## src/design/ple_pkg.sv

```systemverilog
// Shared constants, codes and control types of the positional list engine.
package ple_pkg;

  localparam int unsigned Depth    = 64;
  localparam int unsigned DataW    = 32;
  localparam int unsigned IdxW     = $clog2(Depth);
  localparam int unsigned CntW     = $clog2(Depth + 1);
  localparam int unsigned PosW     = 6;
  localparam int unsigned CntOutW  = 7;
  localparam int unsigned DataOutW = 32;
  localparam int unsigned CmpW     = (CntW > PosW) ? CntW : PosW;

  typedef enum logic [2:0] {
    OP_APPEND  = 3'd0,
    OP_INSERT  = 3'd1,
    OP_REMOVE  = 3'd2,
    OP_REPLACE = 3'd3,
    OP_READ    = 3'd4,
    OP_CLEAR   = 3'd5
  } op_e;

  typedef enum logic [1:0] {
    ST_DONE  = 2'd0,
    ST_RANGE = 2'd1,
    ST_FULL  = 2'd2,
    ST_EMPTY = 2'd3
  } status_e;

  typedef enum logic [1:0] {
    CMD_HOLD   = 2'd0,
    CMD_INSERT = 2'd1,
    CMD_REMOVE = 2'd2,
    CMD_WRITE  = 2'd3
  } cell_cmd_e;

  typedef struct packed {
    cell_cmd_e         cmd;
    logic [IdxW-1:0]   pos;
    logic              rd_en;
    logic [IdxW-1:0]   rpos;
  } cell_ctrl_t;

endpackage

```

## src/design/ple_cell.sv

```systemverilog
// One storage cell of the list: holds a word and trades it with its neighbors.
module ple_cell (
  input  logic                            clk_i,
  input  ple_pkg::cell_ctrl_t             ctrl_i,
  input  logic [ple_pkg::IdxW-1:0]        idx_i,
  input  logic [ple_pkg::DataW-1:0]       word_i,
  input  logic [ple_pkg::DataW-1:0]       left_i,
  input  logic [ple_pkg::DataW-1:0]       right_i,
  output logic [ple_pkg::DataW-1:0]       data_o,
  output logic [ple_pkg::DataW-1:0]       tap_o
);
  import ple_pkg::*;

  logic [DataW-1:0] data_q;
  logic [DataW-1:0] data_d;

  // Insert opens a gap at pos by taking the left neighbor's word in every later cell;
  // remove closes the gap by taking the right neighbor's word from pos onward.
  always_comb begin
    data_d = data_q;
    case (ctrl_i.cmd)
      CMD_INSERT: begin
        if (idx_i > ctrl_i.pos) begin
          data_d = left_i;
        end else if (idx_i == ctrl_i.pos) begin
          data_d = word_i;
        end
      end
      CMD_REMOVE: begin
        if (idx_i >= ctrl_i.pos) begin
          data_d = right_i;
        end
      end
      CMD_WRITE: begin
        if (idx_i == ctrl_i.pos) begin
          data_d = word_i;
        end
      end
      default: data_d = data_q;
    endcase
  end

  always_ff @(posedge clk_i) begin
    data_q <= data_d;
  end

  assign data_o = data_q;
  assign tap_o  = (ctrl_i.rd_en && (idx_i == ctrl_i.rpos)) ? data_q : '0;

endmodule

```

## config.mk

```make
export PLATFORM = sky130hd
export DESIGN_NAME = ple_cell
export DESIGN_NICKNAME = d
export VERILOG_FILES = /design/src/design/ple_pkg.sv /design/src/design/ple_cell.sv
export SDC_FILE = /design/constraint.sdc
export NUM_CORES = 1
export LEC_CHECK = 0
export ABC_CLOCK_PERIOD_IN_PS = 2400
export BUFFER_PORTS_ARGS = -buffer_cell sky130_fd_sc_hd__buf_4
export CORE_UTILIZATION = 38
export DETAILED_ROUTE_END_ITERATION = 10
export GPL_TIMING_DRIVEN = 0
export HOLD_SLACK_MARGIN = 0.02
export PLACE_DENSITY = 0.82
export SLEW_MARGIN = 10
export SYNTH_ARGS = -nofsm -noshare
export SYNTH_HDL_FRONTEND = slang
export SYNTH_SLANG_ARGS = --single-unit
```

## constraint.sdc

```tcl
create_clock -name clk_i -period 2.4 [get_ports clk_i]
set_input_delay 0.48 -clock clk_i [delete_from_list [all_inputs] [get_ports clk_i]]
set_output_delay 0.48 -clock clk_i [all_outputs]
set_load 0.005 [all_outputs]
```

* Word-level counts from Yosys, hierarchy flattened
Cells that the tools add are included.
Cells by class: add/subtract/negate cells 0, multipliers 0, div/mod/pow operators 0, magnitude comparators 2, equal/unequal tests 6, shift operators 0, muxes and demuxes 5, bitwise gates (word level) 0, reductions and logical operators 3
Operator list (number):
- 32-bit two-way mux | 4
- 32-bit case mux with 3 select lines | 1
- 6-bit equality test | 2
- 6-bit >= comparator | 1
- 6-bit > comparator | 1
- 2-bit equality test (second input constant) | 2
- 3-bit nonzero test | 1
- 2-bit by 1-bit equality test with 1-bit output (second input constant) | 1
- 2-bit inequality test (second input constant) | 1
- 2-bit AND reduction | 1
- 1-bit logical AND | 1
Storage, ports and cells: flip-flop bits (word level) 32, bits in latches 0, RAM bits 0, bits in read-only memories 0, logic and storage cells 17, memories kept 0

* Depth between registers and ports, before layout
Gate-level depths: netlist of run 1.
depth in word-level cells 4, depth in mapped cells 8, mapped depth without buffers 7

* Worst setup path before layout of run 1
OpenSTA, ideal clock, no wires.
kind input port to flip-flop, start point in ctrl_i[12] in the netlist's numbering, end point reg data_q[0] (netlist: data_o[0]), enable pin, arrival 2.066 ns, required time 2.006 ns, slack -0.060 ns, stages on the path 6, path buffers 0, cells stage by stage inv_1 ha_1 nand4_2 o221ai_2 o21ai_0 nand2b_1
On the way: cells in the longest elaborated chain, start to end 3
RTL lines:
- start, declared | line ple_cell.sv:4 | input ple_pkg::cell_ctrl_t ctrl_i,
- 6-bit >= comparator | line ple_cell.sv:30 | if (idx_i >= ctrl_i.pos) begin
- 2-bit inequality test (no line)
- 2-bit AND reduction (no line)
- end signal, assigned | line ple_cell.sv:44 | data_q <= data_d;
- end, declared | line ple_cell.sv:14 | logic [DataW-1:0] data_q;
No other way between the ends. A chain may end at the register's enable or synchronous reset.

* Final worst setup path of run 1
start point in ctrl_i[2] in the netlist's numbering, end point out tap_o[14] in the netlist's numbering
On the way: cells in the longest elaborated chain, start to end 3
RTL lines:
- 6-bit equality test | line ple_cell.sv:48 | assign tap_o = (ctrl_i.rd_en && (idx_i == ctrl_i.rpos)) ? data_q : '0;
- 1-bit logical AND | line ple_cell.sv:48
- 32-bit two-way mux | line ple_cell.sv:48
- end, declared | line ple_cell.sv:10 | output logic [ple_pkg::DataW-1:0] tap_o
No other way between the ends.

==> run summary, run 1 <==
main area contributors after synthesis: edfxtp_1 38%, o221ai_2 18%, mux2i_1 13%, and2_1 7.9%, inv_1 5.7%
grt ovf: 0
Die Ht: 83.9 um
max-slew violation count: 0
Post-synth ARST share: 0%
# IOs: 182
total number of vias: 2516
Worst EP required: 1920 ps
Crit Path Category: input port to primary output
Crit-path slowest cell: nor4_4
Synth-to-Final Area Change: 61.6%
Synth top area share: 37.7%
delay of the slowest cell on the worst path: 290 ps
Final Hold Vio Count: 0
Mapped Area: 2550 sq um
RD Place Congestion: 0.787
initial DRC count: 71
HP Class: input port to flop
crit path DAT: 1850 ps
Setup Total Neg Slack: 0 ps
Crit. End Element: primary output
Avg WL per Cell: 14.5 um
crit-path max FO: 10
vias in the first global route: 2458
final wirelength: 7400 um
status: finished, violations left
cell count after synthesis: 243
1st-pass router iterations: 9
failing checks: DRC
worst relative slew slack: 45.2%
Final Hold Slack: 476 ps
most used cell, CP: buf_4
Fmax: 428 MHz
largest net degree at the start of global routing: 33
clock latency on the worst-skew pair: 270 ps
CTS max path bufs: 2
nets: 557
port bufs: 181
dominant cell by count in the synthesized netlist: inv_1
Setup crit start kind: input port
total clock sinks: 32
Clock H-tree levels: 2
vias per cell: 4.93
number of synthesized flops with an enable pin: 32
DRC viols: 24
Hold Crit Depth: 3
clock skew after layout: 0 ps
number of clock buffers inserted by TritonCTS: 5
Post-CTS Hold Fix Bufs: 0
M2 GR Usage: 38.0%
Period minus WS final: 2330 ps
gr busiest metal: met2
# rows: 29
Yosys reg bits: 32
PD cells: 445 nW/um^2
core box area: 6420 sq um
clock slew at reported path FFs: 70 ps
Die ar.: 7040 sq um
Max Cap Viol: 0
register area share after synthesis: 37.7%
average size of a mapped cell: 10.5 sq um
layout cell share with drive strength beyond 1: 54.7%
r2r worst-path depth: 2
Final Setup Violations: 0
top_reg_cell synth: edfxtp_1
M1 GR Usage: 26.8%
first-pass GRT wire length: 11900 um
DIE WIDTH: 83.9 um
post-DP HPWL: 5720 um
max reg flops: 32
post-route ant nets: 0
syn nets: 367
met3 Use GR: 3.76%
CTS tree: built
# diodes: 0
initial antenna violation count: 0
Netlist cell types: 23
total track usage: 21.2%
starting density of the core: 39.7%
area leader, netlist: edfxtp_1
Leak: 1.91 nW
Final Cycle Share: 97.3%
Worst-Margin Slew: 822 ps
CP Cell Sequence: buf_4 > xnor2_1 > nand4_1 > nor4_4 > buf_4 > clkbuf_4 > and2_1 > buf_4
most frequent cells after synthesis: 39 x inv_1, 35 x nand2_1, 32 x and2_1, 32 x edfxtp_1, 32 x mux2i_1
YS warnings: 0
peak supply drop: 0.210 mV
Root Driver: clkbuf_8
-- area by class of cell --
cell class,instances,area (sq um)
fillers,529,2300
inverters,39,146
repair buffers,183,1370
clock inverters,1,5.00
multi-input cells,156,1360
clock buffers,6,72.6
flip-flops and latches,32,961
plain buffers,16,101
well taps,77,96.3
-- layer usage --
metal / share of wire, % / up-vias
met3: 6.1 / 5
li1: - / 1242
met2: 53 / 100
met5: 0 / -
met4: 0.53 / 0
met1: 41 / 1169
-- placed cells by master (no fill, tap or decap), drive strengths merged --
cell type    n
o221ai      33
o22a         1
inv         39
xor2         3
edfxtp      32
nand2       35
mux2i       32
nor2         2
xnor2        3
a21oi        3
nor4         1
buf        193
clkbuf      12
and2        32
nor2b        1
o21ai        1
nand4        2
nand2b       1
ha           6
clkinv       1
-- path summary, 6_finish.rpt --
kind / slack [ps] / start / endpoint
setup / recovery: 70 / ctrl_i[2] / tap_o[14]
hold / removal: 480 / right_i[9] / data_o[9]$_DFFE_PP_
setup reg to reg: 1380 / data_o[21]$_DFFE_PP_ / data_o[21]$_DFFE_PP_
hold reg to reg: 670 / data_o[9]$_DFFE_PP_ / data_o[9]$_DFFE_PP_
-- metrics by stage --
stage	util [%]	instance area (sq um)	power (mW)	cells	worst slack, ps
floorplan	-	2550	1.10	243	269
global placement	62.4	4010	1.43	501	-187
detailed placement	62.4	4010	1.45	501	-232
CTS	63.8	4100	1.85	508	24.7
global route	64.1	4120	1.93	510	-1.15
finish	64.1	4120	1.83	510	65.2
-- critical path: cells and delay by family --
family	cells	cell delay, ps
AND/OR/NAND/NOR	3	620
XOR/XNOR	1	160
buffers and inverters	4	590
-- report_power, final --
| part | internal [mW] | switching [mW] |
|---|---|---|
| logic | 0.369 | 0.265 |
| registers | 0.737 | 0.0636 |
| clock network | 0.197 | 0.203 |
-- cells by family (layout without fill, tap and decap cells) --
group                    after synthesis  in the layout  share of synthesized area [%]
multiplexers                          32             32                           12.6
AO/OA/AOI/OAI                         38             38                           20.1
buffers and inverters                 55            245                           9.28
adder cells (fa/ha/maj)                6              6                           2.95
flip-flops                            32             32                           37.7
AND/OR/NAND/NOR                       74             74                           15.3
XOR/XNOR                               6              6                           2.06
-- timing repair --
action / 4_1_cts / 5_1_grt
resized for setup: 4 / 7
pin swaps: 0 / 2
setup buffers: 0 / 2
setup endpoints to repair: 30 / 30
Note: power is estimated with default switching activity, not from simulation.
==> run 2: changes to the inputs <==
ABC_CLOCK_PERIOD_IN_PS = unset   (was 2400)
PLACE_DENSITY = 0.74   (was 0.82)
RECOVER_POWER = 50   (was unset)
==> run 2 against run 1 <==
The run still ends with DRC left. Largest power group unchanged. Via count down 0.40%. Core utilization down 0.21 points. Routed wire length up 2.7%. Worst setup slack better by 60 ps. Die area unchanged. Sequential share of layout area up 0.078 points. Register-to-register slack better by 30 ps. First-iteration DRC count up 27%. Count of clock-buffer cells in the layout unchanged. Critical path depth unchanged. Sequential power about the same. Critical path type unchanged.
==> run summary, run 2 (synthesis results as in run 1) <==
final core utilization: 63.9% (-0.21 points)
max reg flops: 32 (unchanged)
port bufs: 181 (unchanged)
vias per cell: 4.91 (-0.40%)
RR Startpoint: data_o[28]$_DFFE_PP_
total clock sinks: 32 (unchanged)
r2r worst-path depth: 2 (unchanged)
Final Hold Vio Count: 0 (unchanged)
crit path DAT: 1790 ps (-60 ps)
most common cell after layout, fill and taps aside: buf_4
layout cell share with drive strength beyond 1: 53.1% (-1.6 points)
PD cells: 471 nW/um^2 (+5.8%)
Die ar.: 7040 sq um (unchanged)
Final Setup Violations: 0 (unchanged)
final wirelength: 7600 um (+2.7%)
post-route ant nets: 0 (unchanged)
starting density of the core: 39.7% (unchanged)
peak supply drop: 0.367 mV (+74%)
Crit-path slowest cell: nor4_4
worst path bufs/invs: 4 (unchanged)
DIE WIDTH: 83.9 um (unchanged)
worst relative slew slack: 43.5% (-1.8 points)
DRC viols: 26 (+8.3%)
most used cell, CP: buf_4
initial antenna violation count: 0 (unchanged)
1st-pass router iterations: 8 (-1)
vias in the first global route: 2496 (+1.5%)
core box area: 6420 sq um (unchanged)
FF+latch area: 961 sq um (unchanged)
clock skew after layout: 0 ps (unchanged)
# diodes: 0 (unchanged)
Worst-Margin Slew: 848 ps (+26.4 ps)
most frequent cells in the layout: 150 x buf_4, 39 x inv_1, 35 x nand2_1
nets: 556 (-0.18%)
Max Cap Viol: 0 (unchanged)
CTS tree: built
max-slew violation count: 0 (unchanged)
Avg WL per Cell: 14.9 um (+2.7%)
post-route cell area: 4110 sq um (-0.33%)
delay of the slowest cell on the worst path: 230 ps (-60 ps)
grt ovf: 0 (unchanged)
Clock H-tree levels: 2 (unchanged)
Worst EP required: 1920 ps (about the same)
Period minus WS final: 2270 ps (-59.9 ps)
Top delay family on crit path: buffers and inverters
Layout Cells excl Fill: 510 (unchanged)
r2r endpoint: data_o[28]$_DFFE_PP_
Crit. End Element: primary output
Final Hold Slack: 467 ps (-8.80 ps)
Setup crit start kind: input port
Fillers: 565 (+6.8%)
number of clock buffers inserted by TritonCTS: 5 (unchanged)
CP Cell Sequence: buf_4 > xnor2_1 > nand4_1 > nor4_4 > buf_4 > buf_2 > and2_1 > buf_4
largest net degree at the start of global routing: 33 (unchanged)
hold_sp: right_i[2]
failing checks: DRC
area of the multi-input gates: 1340 sq um (-1.5%)
RD Place Congestion: 0.760 (-3.4%)
# IOs: 182 (unchanged)
Worst Hold Path EP: data_o[2]$_DFFE_PP_
crit-path max FO: 10 (unchanged)
first-pass GRT wire length: 12200 um (+1.9%)
initial DRC count: 90 (+27%)
Leak: 1.90 nW (-0.83%)
unrepaired setup endpoints after global routing: no
status: finished, violations left
Placed Instance Area: 4010 sq um (unchanged)
HP Class: input port to flop
Die Ht: 83.9 um (unchanged)
Final Cycle Share: 94.8% (-2.5 points)
Hold Crit Depth: 3 (unchanged)
Crit Path Category: input port to primary output
Fmax: 440 MHz (+2.6%)
Placed Instances: 501 (unchanged)
clock latency on the worst-skew pair: 280 ps (about the same)
# rows: 29 (unchanged)
CTS max path bufs: 2 (unchanged)
Synth-to-Final Area Change: 61.1%
Setup Total Neg Slack: 0 ps (unchanged)
post-DP HPWL: 5940 um (+3.7%)
total track usage: 22.0% (+0.76 points)
total number of vias: 2506 (-0.40%)
FF-to-FF setup slack: 1410 ps (+30 ps)
Root Driver: clkbuf_8
clock slew at reported path FFs: 70 ps (about the same)
[run 2: power breakdown]
part	switching, mW	internal [mW]
Clock	0.213	0.308
Combinational	0.262	0.352
Sequential	0.0625	0.736
Total	0.537	1.40
[run 2: per-stage QoR]
stage / total power [mW] / setup WS [ps]
3_3_place_gp: 1.43 / -158
4_1_cts: 1.98 / 46.4
6_report: 1.93 / 125
2_1_floorplan: 1.10 / 269
3_5_place_dp: 1.45 / -227
5_1_grt: 2.04 / 8.83
[run 2: repair_timing]
action	CTS	global route
pin swaps	0	1
hold buffers	0	0
buffers inserted	0	1
endpoints found under the setup margin	30	30
hold endpoints to repair	0	0
resized for setup	4	4
[run 2: layout make-up]
| type | count | area share (%) |
|---|---|---|
| timing repair buffer | 182 | 33.0 |
| tap | 77 | 2.35 |
| sequential | 32 | 23.4 |
| buffer | 16 | 2.35 |
| clock inverter | 2 | 0.853 |
| multi-input combinational | 156 | 32.7 |
| inverter | 39 | 3.57 |
| clock buffer | 6 | 1.77 |
[run 2: worst min-delay path, stage by stage]
cell and delay (ps):
buf_4 80, nand2_1 50, o221ai_2 50
[run 2: worst max-delay path by stage]
stage | startpoint | end | slack [ps] | cells past startpoint
3_3_place_gp | ctrl_i[1] | tap_o[4] | -160 | 7
6_report | idx_i[0] | tap_o[29] | 130 | 8
5_1_grt | idx_i[0] | tap_o[27] | 9 | 8
4_1_cts | idx_i[0] | tap_o[6] | 50 | 7
3_5_place_dp | idx_i[0] | tap_o[6] | -230 | 7
2_1_floorplan | ctrl_i[12] | data_o[0]$_DFFE_PP_ | 270 | 6
[run 2: layer usage]
metal | GRT usage, % | vias up | part of all wire (%)
met5 | 0 | - | 0
met4 | 4.86 | 0 | 1.1
met3 | 5.34 | 7 | 7.4
met2 | 38.9 | 110 | 52
met1 | 26.9 | 1151 | 40
li1 | - | 1238 | -
